File: src/scc_pkg.sv
package scc_pkg;

   localparam int MAP_SIZE_DEF = 512;
   localparam int CRD_W = 14;
   localparam int FLD_W = 9;
   localparam logic [7:0] THRESH_RESET = 8'd250;
   localparam logic KIND_WRITE = 1'b0;
   localparam logic KIND_QUERY = 1'b1;
   localparam int QUEUE_DEPTH = 2;

   typedef logic signed [CRD_W-1:0] crd_type;

   typedef struct packed {
      logic [FLD_W-1:0] a0;
      logic [FLD_W-1:0] b0;
      logic [FLD_W-1:0] a1;
      logic [FLD_W-1:0] b1;
   } pass_type;

   typedef struct packed {
      logic             is_query;
      logic             wr_ok;
      logic             wr_obst;
      logic [FLD_W-1:0] wr_row;
      logic [FLD_W-1:0] wr_col;
      logic             blocked_now;
      pass_type         row_pass;
      pass_type         col_pass;
   } entry_type;

   typedef enum logic [2:0] {
      ST_IDLE,
      ST_SETUP,
      ST_DIV,
      ST_RD1,
      ST_RD2,
      ST_CHK,
      ST_DONE
   } back_state_type;

endpackage

File: src/scc_queue.sv
module scc_queue (
   input  logic               clock,
   input  logic               reset,
   input  logic               push,
   input  scc_pkg::entry_type push_entry,
   input  logic               pop,
   output logic               full,
   output logic               empty,
   output scc_pkg::entry_type head
);
   import scc_pkg::*;

   entry_type slot_ff [QUEUE_DEPTH];
   logic [$clog2(QUEUE_DEPTH)-1:0] wp_ff, wp_in, rp_ff, rp_in;
   logic [$clog2(QUEUE_DEPTH):0]   cnt_ff, cnt_in;

   always_ff @(posedge clock) begin
      if (reset) begin
         wp_ff  <= '0;
         rp_ff  <= '0;
         cnt_ff <= '0;
      end else begin
         wp_ff  <= wp_in;
         rp_ff  <= rp_in;
         cnt_ff <= cnt_in;
      end
   end

   always_ff @(posedge clock) begin
      if (push) begin
         slot_ff[wp_ff] <= push_entry;
      end
   end

   always_comb begin
      wp_in  = push ? wp_ff + 1'b1 : wp_ff;
      rp_in  = pop ? rp_ff + 1'b1 : rp_ff;
      cnt_in = cnt_ff + {{$clog2(QUEUE_DEPTH){1'b0}}, push}
                      - {{$clog2(QUEUE_DEPTH){1'b0}}, pop};
   end

   assign full  = (cnt_ff == ($clog2(QUEUE_DEPTH)+1)'(QUEUE_DEPTH));
   assign empty = (cnt_ff == '0);
   assign head  = slot_ff[rp_ff];
endmodule

File: config.mk
export PLATFORM = sky130hd
export DESIGN_NAME = scc_queue
export DESIGN_NICKNAME = d
export VERILOG_FILES = /design/src/scc_pkg.sv /design/src/scc_queue.sv
export SDC_FILE = /design/constraint.sdc
export NUM_CORES = 1
export LEC_CHECK = 0
export BUFFER_PORTS_ARGS = -buffer_cell sky130_fd_sc_hd__buf_2
export CAP_MARGIN = 20
export CORE_AREA = 8 8 134 136
export DETAILED_ROUTE_END_ITERATION = 7
export DIE_AREA = 0 0 142 144
export PLACE_DENSITY = 0.7
export SETUP_SLACK_MARGIN = 0.15
export SLEW_MARGIN = 20
export SYNTH_ARGS = -nofsm -noshare
export SYNTH_HDL_FRONTEND = slang
export SYNTH_SLANG_ARGS = --single-unit
export TNS_END_PERCENT = 1
File: constraint.sdc
create_clock -name clock -period 14.8 [get_ports clock]
set_clock_uncertainty 0.05 [all_clocks]
set_input_delay 1.48 -clock clock [delete_from_list [all_inputs] [get_ports clock]]
set_output_delay 1.48 -clock clock [all_outputs]
set_load 0.01 [all_outputs]
==> flow_summary.yaml <==
place:
  place_ws_ns: 11.27
  gp_congestion: 0.734
  io_buffer_count: 193
  dpl_cell_area_um2: 8210
  hpwl_um: 9360
routing:
  wl_per_cell_um: 18.0
  wirelength_um: 13500
  vias: 3547
  ant_nets: 0
  drc: 0
  drtIter0Drc: 175
  viasPerCell: 4.72
  drt_first_pass_iters: 4
floorplanning:
  rows: 47
  io_pins: 194
  die-area_um2: 20400
  die_height_um: 144
  die_w_um: 142
  core_area_um2: 16100
  start_util_pct: 43.7
timing:
  worst_pin_slew_ns: 0.724
  slew_violations: 0
  layout_setup_ws_ns: 10.87
  finalSetupTns_ns: 0
  maxSlewHeadroom_pct: 51.7
  fmax_mhz: 255
  post-route-period-util_pct: 26.5
  rsz0062_at_grt: "no"
  hold_violations: 0
  setup_viol: 0
  min_period_ns: 3.93
clocking:
  cts_sinks: 193
  post_cts_buffers: 0
  ctsResizeCount: 0
  numCtsBuffers: 17
  clk_pin_slew_ns: 0.07
  clock_latency_ns: 0.41
  root_buffer: "clkbuf_16"
  tritoncts: "built"
  htree_num_levels: 4
  clockBufferDepth: 2
  hold_buffers: 0
synthesis:
  synth.distinct_cells: 13
  ys_top_cells_by_area: "edfxtp_1 81%, mux2_2 15%, dfxtp_1 1.4%, buf_6 0.96%, ha_1 0.36%"
  post-synth-top-count-cell: "edfxtp_1"
  synth_top_family_by_area: "multiplexers"
  synthArstFlopShare_pct: 0
  synth_common_cells: "188 x edfxtp_1, 94 x mux2_2, 6 x buf_6"
  synth-main-ff-cell: "edfxtp_1"
  synth_edf_count: 188
  synth_mux_area_share_pct: 15.1
  ys_seq_area_share_pct: 82.0
  synth_compound_area_share_pct: 0
  synth_area_per_cell_um2: 22.4
  synth_nets: 413
  synth_xor_area_share_pct: 0.571
  netlist_area_um2: 7010
  ys_warn_count: 0
  synth.top_cell.area_share_pct: 80.5
  synth.ff_latch_count: 193
  yosys.area_share.simple_pct: 0.625
  yosys.area_share.adder_pct: 0.357
  synth_largest_area_cell: "edfxtp_1"
  netlist_instances: 313
global_route:
  grt_max_degree: 56
  overflow: 0
  grt_pass1_vias: 3801
  grt_use_total_pct: 13.0
  grt_pass1_wl_um: 19800
  antenna_found_initial: 1
power:
  p_leak_nw: 3.29
  power_density_nw_per_um2: 140
  vdd.ir_drop.worst_mv: 0.0862
setup_path:
  end_kind: "output pin"
  crit_slowest_cell: "buf_4"
  arrival_ns: 2.40
  required_ns: 13.27
  rr_worst_depth: 2
  critPathLaunchType: "flip-flop"
  worstPathMaxFanout: 55
  cp_cell_sequence: "buf_4 -> mux2_2 -> buf_2"
  cpPeakStageDelay_ns: 0.69
  setup.worst_path.class: "flip-flop to output pin"
final_layout:
  layout.nets: 619
  syn2layout_area_growth_pct: 25.5
  design_area_um2: 8790
  utilization_pct: 54.8
  n_antenna_cell: 0
  drive_gt1_share_pct: 60.9
outcome:
  status: "completed"
worst_hold_path:
  hold_path_class: "flip-flop to flip-flop"
  whs_path_depth: 2
job:
  drv_cap: 0
## worst max-delay path: cells and delay by family, from the launching register on
family / cells / cell delay, ns
buf+inv: 2 / 0.83
flops: 1 / 0.68
mux: 1 / 0.42
## flip-flops by register name, indices dropped and copies added, names as in the netlist, named ones only
signal	flops
cnt_ff	2
rp_ff	1
slot_ff	188
wp_ff	1
## worst paths after layout
kind | endpoint | slack (ns) | start
setup / recovery | head[22] | 10.87 | flip-flop
hold / removal | rp_ff | 0.47 | rp_ff
setup reg to reg | slot_ff[1][32] | 12.68 | wp_ff
hold reg to reg | rp_ff | 0.47 | rp_ff
## final cells by class
class | count | area, µm²
fill | 1306 | 7260
tap | 220 | 275
multi-input combinational | 108 | 1180
clock buffer | 19 | 433
clock inverter | 13 | 156
inverter | 2 | 7.51
sequential | 193 | 5750
timing repair buffer | 197 | 996
## per-stage QoR
| stage | cells | hold slack, ns | power (mW) |
|---|---|---|---|
| 2_1_floorplan | 313 | 0.430 | 0.738 |
| 3_3_place_gp | 720 | 0.455 | 0.789 |
| 3_5_place_dp | 720 | 0.462 | 0.794 |
| 4_1_cts | 752 | 0.478 | 1.25 |
| 5_1_grt | 752 | 0.513 | 1.28 |
| 6_report | 752 | 0.469 | 1.23 |
## where the power goes
group	internal, mW	switching (mW)	leakage (nW)
Sequential	0.638	0.0116	1.81
Clock	0.266	0.188	0.288
Combinational	0.0622	0.0667	1.20
## cells in the final DEF, fill, tap and decap left out
| master | synthesis | routed |
|---|---|---|
| buf_2 | 3 | 193 |
| dfxtp_4 | 0 | 1 |
| nor2b_1 | 3 | 2 |
| edfxtp_1 | 188 | 188 |
| inv_1 | 2 | 2 |
| clkinvlp_4 | 0 | 2 |
| bufinv_16 | 0 | 3 |
| dfxtp_1 | 5 | 4 |
| clkbuf_1 | 0 | 2 |
| ha_1 | 2 | 2 |
| nor2_1 | 5 | 5 |
| clkbuf_16 | 0 | 17 |
| xnor2_1 | 2 | 2 |
| mux2_2 | 94 | 94 |
| clkinv_2 | 0 | 5 |
| inv_6 | 0 | 3 |
| nor2b_4 | 0 | 1 |
| xnor3_1 | 1 | 1 |
| and2_4 | 0 | 1 |
| buf_4 | 1 | 4 |
## cells by family (layout without fill, tap and decap cells)
family,after synthesis,count (layout)
and+or+nand+nor,9,9
muxes,94,94
buffers and inverters,12,231
adders and majority gates,2,2
DFF,193,193
xor gates and xnor gates,3,3
## per-layer routing
metal	wire (µm)	up-vias	track usage (%)	share of wire, %
met5	13	-	0	0.096
li1	-	1644	-	-
met1	5250	1756	13.6	39
met4	287	2	6.73	2.1
met3	1100	23	5.12	8.1
met2	6860	122	22.2	51
Note: power is estimated with default switching activity, not from simulation.
