**src/scc_pkg.sv**
```systemverilog
package scc_pkg;

   localparam int MAP_SIZE_DEF = 512;
   localparam int CRD_W = 14;
   localparam int FLD_W = 9;
   localparam logic [7:0] THRESH_RESET = 8'd250;
   localparam logic KIND_WRITE = 1'b0;
   localparam logic KIND_QUERY = 1'b1;
   localparam int QUEUE_DEPTH = 2;

   typedef logic signed [CRD_W-1:0] crd_type;

   typedef struct packed {
      logic [FLD_W-1:0] a0;
      logic [FLD_W-1:0] b0;
      logic [FLD_W-1:0] a1;
      logic [FLD_W-1:0] b1;
   } pass_type;

   typedef struct packed {
      logic             is_query;
      logic             wr_ok;
      logic             wr_obst;
      logic [FLD_W-1:0] wr_row;
      logic [FLD_W-1:0] wr_col;
      logic             blocked_now;
      pass_type         row_pass;
      pass_type         col_pass;
   } entry_type;

   typedef enum logic [2:0] {
      ST_IDLE,
      ST_SETUP,
      ST_DIV,
      ST_RD1,
      ST_RD2,
      ST_CHK,
      ST_DONE
   } back_state_type;

endpackage

```
**src/scc_front.sv**
```systemverilog
module scc_front #(
   parameter int MAP_SIZE = scc_pkg::MAP_SIZE_DEF
) (
   input  logic                clock,
   input  logic                reset,
   input  logic                csr_wr_en,
   input  logic [7:0]          csr_wr_data,
   input  logic                req_tvalid,
   output logic                req_tready,
   input  logic [79:0]         req_tdata,
   input  logic                req_tuser,
   input  logic                queue_full,
   output logic                push,
   output scc_pkg::entry_type  push_entry
);
   import scc_pkg::*;

   logic [7:0]       thresh_ff, thresh_in;
   logic [FLD_W-1:0] p_row, p_col, r1, c1, r2, c2;
   logic [7:0]       blue, green, red;
   localparam logic [CRD_W-1:0] MAP_LIM = CRD_W'(MAP_SIZE);

   always_ff @(posedge clock) begin
      if (reset) begin
         thresh_ff <= THRESH_RESET;
      end else begin
         thresh_ff <= thresh_in;
      end
   end

   assign thresh_in = csr_wr_en ? csr_wr_data : thresh_ff;

   assign p_row = req_tdata[8:0];
   assign p_col = req_tdata[17:9];
   assign blue  = req_tdata[25:18];
   assign green = req_tdata[33:26];
   assign red   = req_tdata[41:34];
   assign r1    = req_tdata[50:42];
   assign c1    = req_tdata[59:51];
   assign r2    = req_tdata[68:60];
   assign c2    = req_tdata[77:69];

   assign req_tready = !queue_full;
   assign push = req_tvalid && req_tready;

   always_comb begin
      push_entry = '0;
      push_entry.is_query = (req_tuser == KIND_QUERY);
      push_entry.wr_row = p_row;
      push_entry.wr_col = p_col;
      push_entry.wr_ok = ({{(CRD_W-FLD_W){1'b0}}, p_row} < MAP_LIM)
                      && ({{(CRD_W-FLD_W){1'b0}}, p_col} < MAP_LIM);
      push_entry.wr_obst = (blue < thresh_ff) && (green < thresh_ff) && (red < thresh_ff);
      push_entry.blocked_now = (r1 == r2);
      if (r1 < r2) begin
         push_entry.row_pass = '{a0: r1, b0: c1, a1: r2, b1: c2};
      end else begin
         push_entry.row_pass = '{a0: r2, b0: c2, a1: r1, b1: c1};
      end
      if (c1 <= c2) begin
         push_entry.col_pass = '{a0: c1, b0: r1, a1: c2, b1: r2};
      end else begin
         push_entry.col_pass = '{a0: c2, b0: r2, a1: c1, b1: r1};
      end
   end
endmodule

```
**config.mk**
```make
export PLATFORM = sky130hd
export DESIGN_NAME = scc_front
export DESIGN_NICKNAME = d
export VERILOG_FILES = /design/src/scc_pkg.sv /design/src/scc_front.sv
export SDC_FILE = /design/constraint.sdc
export NUM_CORES = 1
export LEC_CHECK = 0
export BUFFER_PORTS_ARGS = -buffer_cell sky130_fd_sc_hd__buf_4
export CAP_MARGIN = 40
export CORE_UTILIZATION = 42
export DETAILED_ROUTE_END_ITERATION = 16
export PLACE_DENSITY = 0.87
export RECOVER_POWER = 25
export REMOVE_ABC_BUFFERS = 1
export SETUP_SLACK_MARGIN = 0.4
export SYNTH_ARGS = -nofsm -noshare
export SYNTH_HDL_FRONTEND = slang
export SYNTH_SLANG_ARGS = --single-unit
```
**constraint.sdc**
```tcl
create_clock -name clock -period 4.4 [get_ports clock]
set_input_delay 0.44 -clock clock [delete_from_list [all_inputs] [get_ports clock]]
set_output_delay 0.44 -clock clock [all_outputs]
set_load 0.02 [all_outputs]
```
==> impl_metrics.tcl, run 1 <==
set metrics [dict create \
    status "complete, no violations" \
    grt_util_all_layers_pct 23.5 \
    grt_pass1_vias 2296 \
    crit_chain "buf_4, ha_1, a21oi_1, o21ai_1, a2111oi_4, buf_4, mux2_1, buf_4" \
    crit_start "req_tdata[44]" \
    cts.reportedPaths.clkPinSlew_ns 0.04 \
    yosys_register_bits 8 \
    synthCells 269 \
    grt_pass1_wl_um 10200 \
    dieHeight_um 74.4 \
    syn_avg_cell_area_um2 8.18 \
    slew_headroom_pct 60.4 \
    hold_viol 0 \
    cts_max_path_buffers 2 \
    final_antenna_net_count 0 \
    cpPeakStageDelay_ns 0.38 \
    dr.pass1.iters 4 \
    use_met3_pct 8.67 \
    ys_seq_area_share_pct 7.28 \
    cts-resized-gates 0 \
    start_util_pct 45.1 \
    largest_reg_flops 8 \
    top_usage_layer "met2" \
    pin_count 190 \
    layout-drive-gt1-share_pct 50.1 \
    p_comb_share_pct 77.1 \
    swShare_pct 44.1 \
    grt_setup_unrepaired "no" \
    p_leak_nw 1.72 \
    clock-root-buffer "clkbuf_8" \
    synth_top_cell_by_area "ha_1" \
    final-max-slew-violation-count 0 \
    drcViolationCount 0 \
    synth.area.top_cells "ha_1 (22%), mux2_2 (20%), buf_4 (8.5%)" \
    r2r_start "thresh_ff[4]$_SDFFE_PP1P_" \
    yosysMostFrequentCell "mux2_2" \
    drv_cap 0 \
    cp-start-kind "input pin" \
    utilization_pct 66.8 \
    crit_end "push_entry[53]" \
    cp_top_family "buffers and inverters" \
    crit_type "input pin to primary output" \
    dieWidth_um 74.4 \
    syn-cell-area_um2 2200 \
    dieArea_um2 5530 \
    synth_cell_type_count 33 \
    finalCritPeriodShare_pct 65.3 \
    setup_tns_ns 0 \
    peakVddDrop_mv 0.127 \
    crit_required_ns 3.96 \
    totalWireLength_um 6840 \
    regMostFlops "thresh_ff" \
    wl_per_cell_um 14.9 \
    tightest_slew_ns 0.595 \
    synth_top_area_share_pct 22.2 \
    slowest_stage "a2111oi_4" \
    layout.nets 528 \
    gp_congestion 0.829 \
    tritoncts "yes" \
    cp.arrival_ns 2.43 \
    reg_top3 "thresh_ff x8" \
    htree_levels 1 \
    core_area_um2 4880 \
    antenna_found_initial 0 \
    area_growth_pct 48.2 \
    async_flop_share_pct 0 \
    crit_cells 8 \
    cp-end-kind "primary output" \
    drt_iter0_markers 67 \
    clk_latency_ns 0.23 \
    routed_via_density 5.21 \
    p_switching_w 0.000321 \
    grt_overflow_total 0 \
    cts_hold_buf 0 \
    dp_hpwl_um 5910 \
    place_ws_ns 1.51 \
    yosys_most_used_dff "dfxtp_1" \
    synth_common_cells "mux2_2 (40), ha_1 (39), nand2_1 (29)" \
    hold_path.class "input pin to flip-flop" \
    fmax_ghz 0.348 \
    finalClockSkew_ns 0 \
    finalSetupViolations 0 \
    grt_use_met2_pct 44.1 \
    path_buf_inv 3 \
    grt_max_degree 34 \
    synth_edf_count 0 \
    seq_power_share_pct 10.9 \
    post_cts_buffers 0 \
    yosys_warnings 0 \
    grtUsageMet1_pct 24.4 \
    r2r_end "thresh_ff[4]$_SDFFE_PP1P_" \
    vias 2398 \
    antenna_cells 0 \
    critical_path.max_fanout 33 \
    r2r_setup_slack_ns 3.73 \
    power.density_nw_per_um2 223 \
    cts_buffers 3 \
    setup_slack_ns 1.53 \
    port_buffers 148 \
    p_int_w 0.000407 \
    clkSinkCount 8 \
    period_minus_slack_ns 2.87 \
    crit_path_frequent_cell "buf_4" \
    clkPwrFrac_pct 12.0 \
    num_rows 25 \
    ff2ff_path_depth 2 \
]
==> layer usage <==
layer  vias to the layer above  wire length [um]
met5                         -                 0
met4                         0                79
met3                         8               601
met2                       110              3550
met1                      1089              2600
li1                       1191                 -
==> power groups by stage <==
| stage | combinational [W] | clock [W] | sequential, W |
|---|---|---|---|
| 2_1_floorplan | 0.000318 | 0 | 0.0000802 |
| 3_3_place_gp | 0.000544 | 0 | 0.0000804 |
| 3_5_place_dp | 0.000563 | 0 | 0.0000807 |
| 4_1_cts | 0.000565 | 0.0000882 | 0.0000794 |
| 5_1_grt | 0.000605 | 0.0000910 | 0.0000798 |
| 6_report | 0.000561 | 0.0000870 | 0.0000795 |
==> placed cells by master, fill, tap and decap left out, drive strengths merged, types with 2 or more instances in the layout <==
master / n
buf: 150
mux2: 54
ha: 39
nand2: 29
inv: 28
o21ai: 23
a21oi: 10
nand4: 8
dfxtp: 8
o211ai: 6
nor2: 6
clkbuf: 4
and4: 3
a211oi: 3
nand2b: 3
a21o: 3
nor3: 2
nor2b: 2
mux2i: 2
nor4: 2
==> metrics by stage <==
step / total power (W) / area (um2) / hold slack [ns] / cells
finish: 0.000727 / 3260 / 0.389 / 460
global route: 0.000776 / 3260 / 0.389 / 460
CTS: 0.000733 / 3260 / 0.385 / 460
detailed placement: 0.000643 / 3220 / 0.501 / 457
global placement: 0.000625 / 3200 / 0.478 / 456
floorplan: 0.000398 / 1990 / 0.460 / 239
==> how the worst min path moves through the flow <==
stage | cells past startpoint | end | startpoint
after global placement | 2 | thresh_ff[2]$_SDFFE_PP0P_ | thresh_ff[2]$_SDFFE_PP0P_
after CTS | 2 | thresh_ff[2]$_SDFFE_PP0P_ | reset
final | 2 | thresh_ff[2]$_SDFFE_PP0P_ | reset
after detailed placement | 2 | thresh_ff[2]$_SDFFE_PP0P_ | thresh_ff[2]$_SDFFE_PP0P_
after global routing | 2 | thresh_ff[0]$_SDFFE_PP0P_ | reset
after floorplan | 2 | thresh_ff[2]$_SDFFE_PP0P_ | thresh_ff[2]$_SDFFE_PP0P_
==> final cells by class <==
cell class | instances | area, um2
well taps | 67 | 83.8
fillers | 408 | 1620
multi-input cells | 203 | 1730
clock buffers | 3 | 41.3
inverters | 28 | 105
repair buffers | 151 | 1140
flip-flops and latches | 8 | 160
==> kinds of logic after synthesis <==
kind of cell	count (synthesis)	synth area share, %
muxes	56	28.5
other	1	0.170
DFF	8	7.28
adders and majority gates	39	22.2
AOI/OAI and AO/OA	50	14.5
buffers and inverters	58	14.2
and+or+nand+nor	57	13.1
(Power assumes the default switching activity.)
==> run 2: changes to the inputs <==
--- a/config.mk
+++ b/config.mk
@@ -7,9 +7,9 @@
 export LEC_CHECK = 0
 export BUFFER_PORTS_ARGS = -buffer_cell sky130_fd_sc_hd__buf_4
 export CAP_MARGIN = 40
-export CORE_UTILIZATION = 42
+export CORE_UTILIZATION = 36
 export DETAILED_ROUTE_END_ITERATION = 16
-export PLACE_DENSITY = 0.87
+export PLACE_DENSITY = 0.8
 export RECOVER_POWER = 25
 export REMOVE_ABC_BUFFERS = 1
 export SETUP_SLACK_MARGIN = 0.4
==> constraint.sdc (replaced) <==
create_clock -name clock -period 2.41 [get_ports clock]
set_input_delay 0.241 -clock clock [delete_from_list [all_inputs] [get_ports clock]]
set_output_delay 0.241 -clock clock [all_outputs]
set_load 0.02 [all_outputs]
==> run 2 against run 1 <==
The flow now finishes with violations (negative setup slack); power increased to 3.0 times the previous value; core utilization increased by 18 points; register-to-register slack got worse by 2.0 ns; hold slack got worse by 0.21 ns; global-route usage increased by 9.1 points; combinational power increased to 3.3 times the previous value; first-iteration DRC count increased to 3.2 times the previous value; non-clock buffer count increased by 44; largest cell class unchanged; highest routed layer is now met5.
==> impl_metrics.tcl, run 2 (synthesis gave the netlist of run 1 again) <==
set metrics [dict create \
    grt_setup_unrepaired "yes" \
    fin_cells 512 \
    regMostFlops "thresh_ff" \
    finalClockSkew_ns 0 \
    p_leak_nw 2.46 \
    cp-end-kind "primary output" \
    grt_util_all_layers_pct 32.6 \
    grt_pass1_wl_um 15900 \
    nFillCells 236 \
    slowest_stage "nor4_4" \
    critical_path.max_fanout 8 \
    cpPeakStageDelay_ns 0.39 \
    dp_hpwl_um 5750 \
    final_antenna_net_count 0 \
    largest_reg_flops 8 \
    cp_top_family "buffers and inverters" \
    dieArea_um2 6430 \
    clkSinkCount 8 \
    grt_pass1_vias 2993 \
    cts.reportedPaths.clkPinSlew_ns 0.04 \
    stdcell_area_um2 5040 \
    status "finished with violations" \
    start_util_pct 37.2 \
    dr.pass1.iters 4 \
    area_growth_pct 129 \
    period_minus_slack_ns 2.62 \
    vias 3274 \
    port_buffers 148 \
    pin_count 190 \
    drt_iter0_markers 214 \
    totalWireLength_um 14400 \
    dieHeight_um 80.2 \
    core_area_um2 5920 \
    drcViolationCount 0 \
    failed_checks "negative setup slack" \
    clkPwrFrac_pct 7.4 \
    routed_via_density 6.39 \
    crit_path_frequent_cell "buf_6" \
    mostFrequentLayoutCells "buf_6 (103), buf_4 (64), mux2_4 (52)" \
    final-max-slew-violation-count 0 \
    grt_max_degree 17 \
    crit_chain "buf_4, inv_2, ha_4, a21oi_1, o21ai_2, nor4_4, nor2_4, buf_6, clkbuf_16, mux2_4, buf_6" \
    cp-start-kind "input pin" \
    drv_cap 0 \
    gp_congestion 0.771 \
    layout.nets 572 \
    clock-root-buffer "clkbuf_8" \
    final_common_cell "buf_6" \
    num_rows 28 \
    total_power_w 0.00217 \
    crit_type "input pin to primary output" \
    seq_power_share_pct 6.8 \
    wl_per_cell_um 28.1 \
    clk_latency_ns 0.23 \
    placed_area_um2 3260 \
    hold_path.class "input pin to flip-flop" \
    htree_levels 1 \
    dieWidth_um 80.2 \
    p_int_w 0.00123 \
    cts_buffers 3 \
    crit_required_ns 2.17 \
    finalCritPeriodShare_pct 109 \
    grt_overflow_total 0 \
    cts_max_path_buffers 2 \
    swShare_pct 43.1 \
    cp.arrival_ns 2.38 \
    setup_slack_ns -0.209 \
    cts_hold_buf 0 \
    reg_top3 "thresh_ff x8" \
    hold_viol 0 \
    path_buf_inv 5 \
    antenna_cells 0 \
    p_switching_w 0.000934 \
    peakVddDrop_mv 0.373 \
    finalSetupViolations 58 \
    p_comb_share_pct 85.9 \
    power.density_nw_per_um2 430 \
    fmax_ghz 0.382 \
    utilization_pct 85.1 \
    layout-drive-gt1-share_pct 76.4 \
    antenna_found_initial 0 \
    tritoncts "yes" \
    place_inst 467 \
]
## run 2: stage by stage
stage          hold slack (ns)  setup TNS [ns]  setup WS, ns
6_report                 0.184           -6.97        -0.209
5_1_grt                  0.190           -7.28        -0.209
4_1_cts                  0.179               0        0.0295
3_5_place_dp             0.425         -0.0201       -0.0201
3_3_place_gp             0.418               0        0.0379
2_1_floorplan            0.313          -26.61        -0.795
## run 2: cell type report
type	instances	area, um2	area share (%)
tap	75	93.8	1.86
multi-input combinational	203	2380	47.2
sequential	8	161	3.20
timing repair buffer	195	2200	43.8
clock buffer	3	41.3	0.820
inverter	28	158	3.13
## run 2: repair_timing
item,CTS,global route
cloned,9,1
setup endpoints to repair,73,74
pin swaps,16,17
setup buffers,24,8
gates resized for setup,170,160
## run 2: final timing paths
path | startpoint | endpoint | slack, ns | cells past startpoint
worst max-delay path | req_tdata[71] | push_entry[20] | -0.21 | 11
worst min register to register | thresh_ff[7]$_SDFFE_PP1P_ | thresh_ff[7]$_SDFFE_PP1P_ | 0.52 | 2
worst max register to register | thresh_ff[4]$_SDFFE_PP1P_ | thresh_ff[4]$_SDFFE_PP1P_ | 1.74 | 2
worst min-delay path | reset | thresh_ff[0]$_SDFFE_PP0P_ | 0.18 | 2
## run 2: power by group through the flow
stage	clock (W)	sequential [W]	combinational (W)
after floorplan	0	0.000146	0.000580
after global placement	0	0.000147	0.00102
after detailed placement	0	0.000147	0.00104
after CTS	0.000163	0.000146	0.00145
after global routing	0.000171	0.000147	0.00191
final	0.000160	0.000146	0.00186
## run 2: per-layer routing
metal  track usage [%]  part of all wire [%]
met4              15.4                   6.7
met2              55.9                    45
met3              13.4                    13
met1              34.0                    35
met5              6.36                  0.34
